## config.mk

```make
export PLATFORM = sky130hd
export DESIGN_NAME = triac_phase_angle_dimmer
export DESIGN_NICKNAME = d
export VERILOG_FILES = /design/src/sv/tpad_pkg.sv /design/src/sv/tpad_core.sv /design/src/sv/triac_phase_angle_dimmer.sv
export SDC_FILE = /design/constraint.sdc
export NUM_CORES = 1
export LEC_CHECK = 0
export ABC_AREA = 1
export BUFFER_PORTS_ARGS = -buffer_cell sky130_fd_sc_hd__buf_2
export CAP_MARGIN = 40
export CORE_ASPECT_RATIO = 1.1
export CORE_MARGIN = 5
export CORE_UTILIZATION = 50
export DETAILED_ROUTE_END_ITERATION = 6
export HOLD_SLACK_MARGIN = 0.03
export PLACE_DENSITY = 0.68
export RECOVER_POWER = 50
export SLEW_MARGIN = 20
export SYNTH_ARGS = -nofsm -noshare
export SYNTH_HDL_FRONTEND = slang
export SYNTH_HIERARCHICAL = 1
export SYNTH_SLANG_ARGS = --single-unit
```

## constraint.sdc

```tcl
create_clock -name clk_i -period 6.5 [get_ports clk_i]
set_clock_uncertainty 0.15 [all_clocks]
set_input_delay 0.65 -clock clk_i [delete_from_list [all_inputs] [get_ports clk_i]]
set_output_delay 0.65 -clock clk_i [all_outputs]
set_load 0.005 [all_outputs]
```

## src/sv/tpad_pkg.sv

```systemverilog
// ----------------------------------------------------------------------------
// tpad_pkg
// Shared types, constants and the firing-delay ladder of the phase-angle dimmer.
// ----------------------------------------------------------------------------
package tpad_pkg;

  localparam int unsigned PowerW  = 7;
  localparam int unsigned DelayW  = 14;
  localparam int unsigned PulseW  = 8;
  localparam int unsigned LadderN = 20;
  localparam int unsigned StepW   = 5;

  localparam logic [PulseW-1:0] PulseTicks = 8'd20;
  localparam logic [PowerW-1:0] FullPower  = 7'd100;

  // ticks of delay per 5 percent step, lowest power first
  localparam logic [DelayW-1:0] DelayLadder [LadderN] = '{
    14'd8203, 14'd7688, 14'd7334, 14'd7030, 14'd6750,
    14'd6487, 14'd6232, 14'd5984, 14'd5738, 14'd5493,
    14'd5245, 14'd4993, 14'd4734, 14'd4464, 14'd4179,
    14'd3874, 14'd3538, 14'd3157, 14'd2696, 14'd2060
  };

  typedef enum logic [2:0] {
    PhIdle  = 3'b001,
    PhDelay = 3'b010,
    PhPulse = 3'b100
  } phase_e;

  typedef struct packed {
    logic triac_gate;
    logic indicator_led;
  } tick_out_t;

  // power / 5 for power < 100 as (power * 205) >> 10, exact over that range
  function automatic logic [DelayW-1:0] target_delay(input logic [PowerW-1:0] power);
    logic [PowerW+7:0] prod;
    logic [StepW-1:0]  step;
    prod = {8'd0, power} * 15'd205;
    step = prod[StepW+9:10];
    if (power >= FullPower) begin
      return '0;
    end
    if (step > StepW'(LadderN - 1)) begin
      step = StepW'(LadderN - 1);
    end
    return DelayLadder[step];
  endfunction

endpackage

```

## src/sv/tpad_core.sv

```systemverilog
// ----------------------------------------------------------------------------
// tpad_core
// Per-tick phase sequencer: delay counter, pulse counter and gate/LED decode.
// ----------------------------------------------------------------------------
module tpad_core (
  input  logic                          clk_i,
  input  logic                          rst_ni,
  input  logic                          step_i,
  input  logic                          zero_cross_i,
  input  logic [tpad_pkg::DelayW-1:0]   target_i,
  output tpad_pkg::tick_out_t           res_o
);

  tpad_pkg::phase_e               phase_q, phase_d;
  logic [tpad_pkg::DelayW-1:0]    delay_q, delay_d;
  logic [tpad_pkg::PulseW-1:0]    pulse_q, pulse_d;

  always_comb begin
    phase_d = phase_q;
    delay_d = delay_q;
    pulse_d = pulse_q;
    res_o   = '0;

    unique case (phase_q) inside
      tpad_pkg::PhDelay,
      tpad_pkg::PhPulse: phase_d = phase_q;
      default:           phase_d = tpad_pkg::PhIdle;
    endcase

    // zero-cross restarts the delay unless a pulse is running
    if (zero_cross_i && phase_d != tpad_pkg::PhPulse) begin
      phase_d = tpad_pkg::PhDelay;
      delay_d = '0;
    end

    if (phase_d == tpad_pkg::PhDelay) begin
      if (delay_d >= target_i) begin
        phase_d = tpad_pkg::PhPulse;
        pulse_d = '0;
      end else begin
        delay_d = delay_d + 1'b1;
      end
    end

    if (phase_d == tpad_pkg::PhDelay) begin
      res_o.indicator_led = 1'b1;
    end else if (phase_d == tpad_pkg::PhPulse) begin
      res_o.triac_gate    = 1'b1;
      res_o.indicator_led = 1'b1;
      pulse_d = pulse_d + 1'b1;
      if (pulse_d >= tpad_pkg::PulseTicks) begin
        phase_d = tpad_pkg::PhIdle;
        pulse_d = '0;
      end
    end
  end

  always_ff @(posedge clk_i or negedge rst_ni) begin
    if (!rst_ni) begin
      phase_q <= tpad_pkg::PhIdle;
      delay_q <= '0;
      pulse_q <= '0;
    end else if (step_i) begin
      phase_q <= phase_d;
      delay_q <= delay_d;
      pulse_q <= pulse_d;
    end
  end

endmodule

```

## src/sv/triac_phase_angle_dimmer.sv

```systemverilog
// ----------------------------------------------------------------------------
// triac_phase_angle_dimmer
// Phase-angle triac dimmer stepped once per 1 us tick request.
// ----------------------------------------------------------------------------
// Usage:
//   s_axis carries one request per tick; tdata[0] is the zero-cross flag.
//   m_axis returns one result per request; tdata[0] triac gate,
//   tdata[1] indicator LED.
//   cfg_valid_i/cfg_data_i write the power percent (0..100, above 100 acts
//   as 100); the port is always ready. Write it only while the block is idle.
//   A request accepted at an edge shows its result in the output register
//   after that edge. Throughput is one request per cycle while the receiver
//   keeps up; the tick sequencer and the output register both advance in
//   the same cycle, on the single pass through the delay compare.
//   When the receiver stalls, the output register holds its result and the
//   input side takes one more request only once that result is taken.
//   Reset clears the sequencer to idle, the counters to zero, the power to
//   zero (longest delay, 8203 ticks) and empties the output register.
// ----------------------------------------------------------------------------
module triac_phase_angle_dimmer (
  input  logic       clk_i,
  input  logic       rst_ni,
  // config write
  input  logic       cfg_valid_i,
  output logic       cfg_ready_o,
  input  logic [6:0] cfg_data_i,
  // tick requests
  input  logic       s_axis_tvalid,
  output logic       s_axis_tready,
  input  logic [7:0] s_axis_tdata,   // [0] zero_cross, [7:1] zero
  // tick results
  output logic       m_axis_tvalid,
  input  logic       m_axis_tready,
  output logic [7:0] m_axis_tdata    // [0] triac_gate, [1] indicator_led, [7:2] zero
);

  logic [tpad_pkg::PowerW-1:0] power_q;
  logic [tpad_pkg::DelayW-1:0] target;
  tpad_pkg::tick_out_t         res, res_q;
  logic                        out_valid_q;
  logic                        step;

  assign cfg_ready_o   = 1'b1;
  assign s_axis_tready = !out_valid_q || m_axis_tready;
  assign step          = s_axis_tvalid && s_axis_tready;
  assign target        = tpad_pkg::target_delay(power_q);

  always_ff @(posedge clk_i or negedge rst_ni) begin
    if (!rst_ni) begin
      power_q <= '0;
    end else if (cfg_valid_i) begin
      power_q <= cfg_data_i;
    end
  end

  tpad_core u_core (
    .clk_i        (clk_i),
    .rst_ni       (rst_ni),
    .step_i       (step),
    .zero_cross_i (s_axis_tdata[0]),
    .target_i     (target),
    .res_o        (res)
  );

  always_ff @(posedge clk_i or negedge rst_ni) begin
    if (!rst_ni) begin
      out_valid_q <= 1'b0;
    end else if (s_axis_tready) begin
      out_valid_q <= s_axis_tvalid;
    end
  end

  always_ff @(posedge clk_i) begin
    if (step) begin
      res_q <= res;
    end
  end

  assign m_axis_tvalid = out_valid_q;
  assign m_axis_tdata  = {6'd0, res_q.indicator_led, res_q.triac_gate};

endmodule

```

==> results of run 1 <==
cell usage in the layout, fill, tap and decap left out, types with 4 or more instances in the layout:
master and n:
nand3b_1 4, nand3_2 8, xor2_1 8, nand3_1 26
inv_1 102, buf_4 50, ha_1 38, ha_4 14
xnor2_1 5, nand2_1 148, o21ai_0 14, nor2_4 7
a21oi_1 16, fa_1 7, nand2_2 26, nor2_1 38
conb_1 7, clkbuf_8 5, nand2_4 12, inv_2 16
nand4_1 15, dfrtp_1 30, nor2_2 5, a21oi_2 11
buf_2 14, clkbuf_1 5
power breakdown:
part	total [mW]	internal, mW	switching [mW]	leakage (nW)
sequential	0.262	0.241	0.0217	0.441
clock	0.159	0.0754	0.0838	0.0422
combinational	1.71	0.747	0.960	2.31
cell families (layout without fill, tap and decap cells):
| family | count (synthesis) | in the layout |
|---|---|---|
| compound gates | 59 | 59 |
| xor+xnor | 13 | 13 |
| fa+ha+maj | 63 | 63 |
| buf+inv | 135 | 198 |
| flops | 35 | 35 |
| mux | 1 | 1 |
| other cells | 2 | 7 |
| simple gates | 301 | 301 |
final cells by class:
type | count | area, um2 | area share (%)
sequential | 35 | 890 | 17.0
clock buffer | 7 | 76.3 | 1.46
timing repair buffer | 70 | 490 | 9.36
multi-input combinational | 444 | 3190 | 60.8
inverter | 120 | 455 | 8.69
tap | 111 | 139 | 2.65
clock inverter | 1 | 5.00 | 0.0955
sequential cells by signal, indices dropped and copies added, names as in the netlist:
signal	flops
m_axis_tvalid	1
u_core/delay_q	14
m_axis_tdata	2
u_core/phase_q	3
power_q	7
u_core/pulse_q	8
synth_stat cells (2+ instances only):
master	n
o22ai_1	4
a21oi_2	3
buf_6	2
nand2_4	9
o21bai_1	2
a21oi_1	24
fa_1	8
a31oi_1	3
buf_4	7
inv_1	113
clkbuf_1	4
o21ai_1	2
xnor2_1	5
conb_1	2
nand3_2	5
nor2_4	4
nor2_1	43
nor2_2	3
ha_1	55
nand3_1	29
nand2_1	163
nand2_2	14
nor2_8	2
o21ai_0	15
nand3b_1	4
nand4_1	15
dfrtp_1	32
edfxtp_1	2
inv_2	7
xor2_1	8
repair_timing:
item / CTS / global route
hold endpoints to repair: 0 / 0
pin swaps: 13 / 42
resized for setup: 22 / 60
cloned: 0 / 0
setup endpoints to repair: 9 / 16
setup buffers: 3 / 7
path summary, 6_finish.rpt:
path	slack, ns	depth (start not counted)	from	end
min in group clk_i	0.36	2	u_core/pulse_q[7]	u_core/pulse_q[7]
setup reg to reg	0.13	43	power_q[4]	u_core/pulse_q[2]
setup / recovery	0.13	43	power_q[4]	u_core/pulse_q[2]
hold / removal	0.32	1	rst_ni	u_core/delay_q[11]
hold reg to reg	0.36	2	u_core/pulse_q[7]	u_core/pulse_q[7]
max in group asynchronous	4.38	2	rst_ni	power_q[6]
per-stage QoR:
step / utilization [%] / hold WS (ns) / setup TNS (ns) / power (mW) / setup WS [ns]
final: 62.7 / 0.317 / 0 / 2.13 / 0.131
after detailed placement: 56.6 / 0.345 / -0.851 / 1.64 / -0.167
after floorplan: - / 0.204 / 0 / 1.23 / 0.143
after global placement: 56.6 / 0.335 / -0.0592 / 1.61 / -0.0458
after global routing: 62.7 / 0.400 / -0.907 / 2.34 / -0.196
after CTS: 59.1 / 0.304 / 0 / 1.91 / 0.00296
per-layer routing:
layer / share of wire [%] / up-vias
met3: 4.1 / 21
met1: 44 / 1872
met4: 2.1 / 0
li1: - / 2027
met5: 0 / -
met2: 50 / 101
worst max-delay path: cells and delay by family, from the launching register on:
kind / cells / cell delay, ns
fa+ha+maj: 8 / 2.33
simple gates: 20 / 1.80
flops: 1 / 0.41
compound gates: 5 / 0.80
buf+inv: 10 / 0.74
==> impl_metrics.env, run 1 <==
export IMPL_grt_busiest_layer="met2"
export IMPL_grt_usage_pct=18.5
export IMPL_arrival_ns=6.43
export IMPL_ir_drop_v=0.000226
export IMPL_yosysUniqueCellTypes=50
export IMPL_clkSinkCount=35
export IMPL_finalHoldViolCount=0
export IMPL_die_area_mm2=0.0105
export IMPL_clock_latency_ns=0.29
export IMPL_start_kind="flop"
export IMPL_crit_path_max_fanout=4
export IMPL_use_met3_pct=2.99
export IMPL_drive_above_1_share_pct=28.8
export IMPL_ant_nets=0
export IMPL_fin_cells=788
export IMPL_fmax_mhz=157
export IMPL_p_leak_nw=2.79
export IMPL_slew_headroom_pct=31.2
export IMPL_grt_pass1_wl_mm=16.4
export IMPL_period_share_pct=98.0
export IMPL_rows=35
export IMPL_synth_seq_cells=35
export IMPL_first_pass_iters=7
export IMPL_maxCapViolCount=0
export IMPL_worst_ep_required_time_ns=6.56
export IMPL_antennaDiodeCount=0
export IMPL_drcViolationCount=0
export IMPL_finalMaxSlewViolations=0
export IMPL_yosys_warnings=6
export IMPL_status="completed"
export IMPL_pwr_density_cell_mw_per_mm2=406
export IMPL_hpwl_mm=7.48
export IMPL_crit_top_cell="nand2_1"
export IMPL_wl_per_cell_um=12.7
export IMPL_coreArea_mm2=0.00836
export IMPL_synthSimpleGateAreaFrac_pct=35.2
export IMPL_cts_htree_levels=2
export IMPL_synth_largest_area_cell="dfrtp_1"
export IMPL_path_clk_slew_ns=0.07
export IMPL_grt_max_degree=34
export IMPL_dieWidth_um=98.2
export IMPL_worstHoldPathType="in2async"
export IMPL_slowest_stage="fa_1"
export IMPL_synth_main_ff_cell="dfrtp_1"
export IMPL_num_vias=4021
export IMPL_dp_cells=769
export IMPL_grt_overflow_total=0
export IMPL_synth_edf_count=2
export IMPL_synth_top_family_by_area="simple AND/OR/NAND/NOR gates"
export IMPL_clk_path_buf_depth=2
export IMPL_synthCells=609
export IMPL_design_area_mm2=0.00524
export IMPL_setup_violations=0
export IMPL_grt_util_met2_pct=33.6
export IMPL_yosysSeqAreaShare_pct=20.7
export IMPL_tightest_slew_ns=1.03
export IMPL_rsz0062_at_grt="yes"
export IMPL_numCtsBuffers=5
export IMPL_n_fill_cell=720
export IMPL_drt_iter0_markers=166
export IMPL_port_buffers=16
export IMPL_synth_top_area_share_pct=18.7
export IMPL_ios=31
export IMPL_place_gp_congestion=0.929
export IMPL_synthesis_area_mm2=0.00428
export IMPL_end_kind="flop"
export IMPL_grt_util_met1_pct=22.4
export IMPL_viasPerCell=5.10
export IMPL_crit_path_max_incr_delay_ns=0.48
export IMPL_antenna_found_initial=0
export IMPL_wl_mm=10.0
export IMPL_syn_to_final_growth_pct=22.4
export IMPL_nets=759
export IMPL_cts_hold_buffers=0
export IMPL_placed_cell_area_mm2=0.00473
export IMPL_synth_compound_area_share_pct=8.12
export IMPL_cts_tree="done"
export IMPL_ys_async_sr_fraction_pct=94.3
export IMPL_fin_crit_ns=6.37
export IMPL_post_synth_fa_ha_maj_area_fraction_pct=19.8
export IMPL_first_global_vias=3913
export IMPL_start_util_pct=51.2
export IMPL_cts_root_buf="clkbuf_8"
export IMPL_critPathKind="reg2reg"
export IMPL_die_height_um=107
export IMPL_synthMuxAreaShare_pct=0.263
export IMPL_synth_avg_cell_area_um2=7.03
export IMPL_yosys_area_share_xor_xnor_pct=2.66
export IMPL_synthTopCellsByArea="dfrtp_1, ha_1, nand2_1"
No activity file was read; power rests on OpenSTA's default activity.
==> run 2, diff against run 1 <==
--- a/config.mk
+++ b/config.mk
@@ -13,7 +13,7 @@
 export CORE_UTILIZATION = 50
 export DETAILED_ROUTE_END_ITERATION = 6
 export HOLD_SLACK_MARGIN = 0.03
-export PLACE_DENSITY = 0.68
+export PLACE_DENSITY = 0.65
 export RECOVER_POWER = 50
 export SLEW_MARGIN = 20
 export SYNTH_ARGS = -nofsm -noshare
==> constraint.sdc (replaced) <==
create_clock -name clk_i -period 7.65 [get_ports clk_i]
set_clock_uncertainty 0.15 [all_clocks]
set_input_delay 0.765 -clock clk_i [delete_from_list [all_inputs] [get_ports clk_i]]
set_output_delay 0.765 -clock clk_i [all_outputs]
set_load 0.005 [all_outputs]
==> run 2 against run 1 <==
  * Worst setup slack improved by 0.58 ns
  * Register-to-register slack improved by 0.58 ns
  * Die area unchanged
  * Critical path type unchanged
  * Largest cell class unchanged
==> impl_metrics.env, run 2 (same netlist as run 1, synthesis figures left out) <==
export IMPL_status="completed"
export IMPL_wl_per_cell_um=12.0
export IMPL_fin_crit_ns=6.94
export IMPL_crit_top_cell="nand2_1"
export IMPL_top_layer="met4"
export IMPL_tightest_slew_ns=1.33
export IMPL_clk_path_buf_depth=2
export IMPL_period_share_pct=90.8
export IMPL_crit_path_max_incr_delay_ns=0.51
export IMPL_grt_pass1_wl_mm=16.2
export IMPL_numCtsBuffers=5
export IMPL_first_global_vias=3688
export IMPL_clkSinkCount=35
export IMPL_slew_headroom_pct=11.3
export IMPL_worst_ep_required_time_ns=7.73
export IMPL_nets=710
export IMPL_place_gp_congestion=0.877
export IMPL_wl_met1_mm=4.22
export IMPL_pwr_density_cell_mw_per_mm2=311
export IMPL_ir_drop_v=0.000135
export IMPL_cts_root_buf="clkbuf_8"
export IMPL_placed_cell_area_mm2=0.00442
export IMPL_cp_startpoint="power_q[4]"
export IMPL_p_leak_nw=2.55
export IMPL_die_height_um=107
export IMPL_coreArea_mm2=0.00836
export IMPL_drive_above_1_share_pct=13.5
export IMPL_design_area_mm2=0.00456
export IMPL_reg_top3="u_core/delay_q (14), u_core/pulse_q (8), power_q (7)"
export IMPL_antenna_found_initial=0
export IMPL_final_cell_mix="nand2_1, inv_1, ha_1"
export IMPL_critPathKind="reg2reg"
export IMPL_clock_latency_ns=0.29
export IMPL_final_common_cell="nand2_1"
export IMPL_die_area_mm2=0.0105
export IMPL_antennaDiodeCount=0
export IMPL_crit_path_max_fanout=12
export IMPL_wl_mm=8.90
export IMPL_n_fill_cell=828
export IMPL_largest_reg_flops=14
export IMPL_rsz0062_at_grt="no"
export IMPL_finalMaxSlewViolations=0
export IMPL_cts_tree="done"
export IMPL_drt_iter0_markers=156
export IMPL_fin_setup_tns_ns=0
export IMPL_grt_usage_pct=18.2
export IMPL_start_util_pct=51.2
export IMPL_start_kind="flop"
export IMPL_arrival_ns=7.02
export IMPL_maxCapViolCount=0
export IMPL_path_clk_slew_ns=0.08
export IMPL_ant_nets=0
export IMPL_slowest_stage="fa_1"
export IMPL_drcViolationCount=0
export IMPL_grt_max_degree=34
export IMPL_num_vias=3724
export IMPL_syn_to_final_growth_pct=6.46
export IMPL_wl_met3_um=297
export IMPL_end_kind="flop"
export IMPL_port_buffers=16
export IMPL_fin_cells=739
export IMPL_setup_violations=0
export IMPL_cts_htree_levels=2
export IMPL_r2r_start="power_q[4]"
export IMPL_first_pass_iters=5
export IMPL_dieWidth_um=98.2
export IMPL_dp_cells=727
export IMPL_viasPerCell=5.04
export IMPL_finalHoldViolCount=0
export IMPL_wl_met2_mm=4.23
export IMPL_ios=31
export IMPL_worstHoldPathType="in2async"
export IMPL_rows=35
export IMPL_hpwl_mm=7.19
export IMPL_fmax_mhz=144
export IMPL_grt_overflow_total=0
export IMPL_regMostFlops="u_core/delay_q"
[run 2: worst paths after layout]
| path | to | slack (ns) | cells after the start |
|---|---|---|---|
| min in group clk_i | u_core/pulse_q[7] | 0.36 | 2 |
| setup / recovery | u_core/phase_q[2] | 0.71 | 50 |
| max in group asynchronous | power_q[4] | 5.36 | 2 |
| hold reg to reg | u_core/pulse_q[7] | 0.36 | 2 |
| hold / removal | u_core/delay_q[13] | 0.28 | 1 |
| setup reg to reg | u_core/phase_q[2] | 0.71 | 50 |
[run 2: what timing repair did]
action	CTS	global route
buffers inserted	0	3
endpoints found under the setup margin	0	7
gates resized for setup	0	3
hold buffers	0	0
[run 2: cell type report]
| cell class | instances | area (um2) | area share, % |
|---|---|---|---|
| multi-input cells | 444 | 2860 | 62.7 |
| flip-flops and latches | 35 | 888 | 19.5 |
| clock inverters | 3 | 43.8 | 0.961 |
| well taps | 111 | 139 | 3.05 |
| inverters | 120 | 450 | 9.88 |
| clock buffers | 5 | 68.8 | 1.51 |
| repair buffers | 21 | 111 | 2.44 |
[run 2: critical path, delay by kind of cell (launching register included)]
kind                     cells  cell delay [ns]
flip-flops                   1             0.42
buffers and inverters        9             0.54
adder cells (fa/ha/maj)      8             2.61
AND/OR/NAND/NOR             31             2.77
AO/OA/AOI/OAI                2             0.36
[run 2: stage by stage]
stage | setup WS [ns] | hold slack [ns] | util [%] | total power, mW
after floorplan | 1.29 | 0.310 | - | 1.04
after global placement | 0.576 | 0.323 | 52.8 | 1.22
after detailed placement | 0.511 | 0.359 | 52.8 | 1.24
after CTS | 0.465 | 0.371 | 54.2 | 1.42
after global routing | 0.0245 | 0.302 | 54.5 | 1.60
final | 0.707 | 0.276 | 54.5 | 1.42
[run 2: power by group]
group	total, mW	internal, mW	switching (mW)
Clock	0.168	0.0971	0.0706
Combinational	1.03	0.369	0.657
Sequential	0.223	0.204	0.0185
[run 2: routing by layer]
metal  global-route usage (%)  vias up
met3                     2.21       12
met4                     5.37        0
li1                         -     1929
met2                     31.8       78
met5                        0        -
met1                     23.7     1705
==> run 3, diff against run 2 <==
--- a/config.mk
+++ b/config.mk
@@ -13,7 +13,7 @@
 export CORE_UTILIZATION = 50
 export DETAILED_ROUTE_END_ITERATION = 6
 export HOLD_SLACK_MARGIN = 0.03
-export PLACE_DENSITY = 0.65
+export PLACE_DENSITY = 0.68
 export RECOVER_POWER = 50
 export SLEW_MARGIN = 20
 export SYNTH_ARGS = -nofsm -noshare
==> run 3 against run 2 <==
  * The run now ends with capacitance limit, slew limit left
  * Critical path depth fell by 6
  * Non-clock buffer count increased by 1
  * Clock power rose by 12%
  * Via count grew 0.97%
  * Count of clock-buffer cells in the layout is 2 higher
  * Worst setup slack got worse by 0.010 ns
  * Largest power group unchanged
  * Highest routed layer unchanged
==> impl_metrics.env, run 3 (same netlist as run 1, synthesis figures left out) <==
export IMPL_status="finished, violations left"
export IMPL_violations="capacitance limit, slew limit"
export IMPL_reg_top3="u_core/delay_q (14), u_core/pulse_q (8), power_q (7)"
export IMPL_p_clk_share_pct=12.9
export IMPL_clkSinkCount=35
export IMPL_worst_r2r_endpoint="u_core/phase_q[2]"
export IMPL_combPwrFrac_pct=71.9
export IMPL_wl_met2_mm=4.47
export IMPL_maxCapViolCount=1
export IMPL_largest_reg_flops=14
export IMPL_fin_cells=740
export IMPL_slew_headroom_pct=-14.4
export IMPL_drive_above_1_share_pct=14.5
export IMPL_finalMaxSlewViolations=32
export IMPL_seq_area_um2=888
export IMPL_port_buffers=16
export IMPL_fin_util_pct=55.2
export IMPL_coreArea_mm2=0.00836
export IMPL_tightest_slew_ns=1.72
export IMPL_ir_drop_v=0.000124
export IMPL_finalPower_mw=1.46
export IMPL_wl_met3_um=321
export IMPL_path_clk_slew_ns=0.08
export IMPL_crit_path_max_fanout=12
export IMPL_cts_htree_levels=2
export IMPL_top_layer="met4"
export IMPL_hpwl_mm=7.09
export IMPL_grt_overflow_total=0
export IMPL_critPathKind="reg2reg"
export IMPL_grt_usage_pct=17.8
export IMPL_dieWidth_um=98.2
export IMPL_syn_to_final_growth_pct=7.77
export IMPL_numCtsBuffers=5
export IMPL_setup_violations=0
export IMPL_start_util_pct=51.2
export IMPL_crit_top_cell="nand2_1"
export IMPL_pwr_density_cell_mw_per_mm2=316
export IMPL_fin_setup_tns_ns=0
export IMPL_first_pass_iters=4
export IMPL_wl_mm=8.93
export IMPL_drcViolationCount=0
export IMPL_fin_crit_ns=6.95
export IMPL_first_global_vias=3666
export IMPL_num_vias=3760
export IMPL_dp_cells=727
export IMPL_worstHoldPathType="in2async"
export IMPL_cts_root_buf="clkbuf_8"
export IMPL_finalHoldViolCount=0
export IMPL_r2r_start="power_q[4]"
export IMPL_place_gp_congestion=0.882
export IMPL_antennaDiodeCount=0
export IMPL_antenna_found_initial=0
export IMPL_p_sw_mw=0.759
export IMPL_grt_pass1_wl_mm=15.8
export IMPL_final_common_cell="nand2_1"
export IMPL_p_leak_nw=2.56
export IMPL_final_cell_mix="nand2_1, inv_1, ha_1"
export IMPL_crit_path_max_incr_delay_ns=0.52
export IMPL_reg2regPathDepth=44
export IMPL_switching_share_pct=52.0
export IMPL_power_share_sequential_pct=15.2
export IMPL_clock_latency_ns=0.29
export IMPL_arrival_ns=7.03
export IMPL_slowest_stage="fa_1"
export IMPL_multi_input_area_mm2=0.00289
export IMPL_whs_ns=0.117
export IMPL_worst_ep_required_time_ns=7.72
export IMPL_period_share_pct=90.9
export IMPL_setup_slack_ns=0.697
export IMPL_cts_hold_buffers=0
export IMPL_ant_nets=0
export IMPL_fmax_mhz=144
export IMPL_design_area_mm2=0.00461
export IMPL_end_kind="flop"
export IMPL_die_area_mm2=0.0105
export IMPL_n_fill_cell=817
export IMPL_grt_max_degree=34
export IMPL_die_height_um=107
export IMPL_rows=35
export IMPL_regMostFlops="u_core/delay_q"
export IMPL_ios=31
export IMPL_viasPerCell=5.08
export IMPL_cts_tree="done"
export IMPL_start_kind="flop"
export IMPL_wl_per_cell_um=12.1
export IMPL_clk_path_buf_depth=2
export IMPL_wl_met1_mm=4.02
export IMPL_placed_cell_area_mm2=0.00442
export IMPL_intPower_mw=0.700
export IMPL_drt_iter0_markers=159
export IMPL_nets=711
export IMPL_pre_cts_ws_ns=0.424
export IMPL_regToRegSetupSlack_ns=0.70
==> run 3: layout make-up <==
| class | instances | share of cell area (%) |
|---|---|---|
| Inverter | 120 | 9.76 |
| Timing Repair Buffer | 22 | 2.58 |
| Multi-Input combinational cell | 444 | 62.6 |
| Sequential cell | 35 | 19.3 |
| Clock buffer | 7 | 2.11 |
| Tap cell | 111 | 3.01 |
| Clock inverter | 1 | 0.651 |
==> run 3: metal layers <==
| layer | vias up | track usage, % |
|---|---|---|
| li1 | 1932 | - |
| met1 | 1745 | 21.8 |
| met2 | 71 | 32.5 |
| met3 | 12 | 2.67 |
| met4 | 0 | 4.68 |
| met5 | - | 0 |
==> run 3: how the worst max path moves through the flow <==
stage                     cells past startpoint       start           endpoint
after detailed placement                     49  power_q[4]  u_core/phase_q[2]
after CTS                                    49  power_q[4]  u_core/phase_q[2]
final                                        44  power_q[4]  u_core/phase_q[2]
after global placement                       48  power_q[4]  u_core/phase_q[2]
after floorplan                              50  power_q[4]  u_core/phase_q[2]
after global routing                         49  power_q[4]  u_core/phase_q[2]
==> run 3: power by group through the flow <==
stage          sequential, mW  clock, mW  combinational [mW]
2_1_floorplan           0.221          0               0.821
3_3_place_gp            0.225          0               0.995
3_5_place_dp            0.226          0                1.01
4_1_cts                 0.222      0.194                1.02
5_1_grt                 0.225      0.203                1.20
6_report                0.222      0.188                1.05
==> run 3: timing repair <==
item	CTS	global route
endpoints found under the setup margin	0	7
setup buffers	0	4
resized for setup	0	11
==> run 3: critical path, delay by kind of cell (launching register included) <==
| kind | cells | cell delay [ns] |
|---|---|---|
| buf+inv | 9 | 0.58 |
| flops | 1 | 0.42 |
| compound gates | 3 | 0.46 |
| fa+ha+maj | 8 | 2.82 |
| simple gates | 24 | 2.45 |
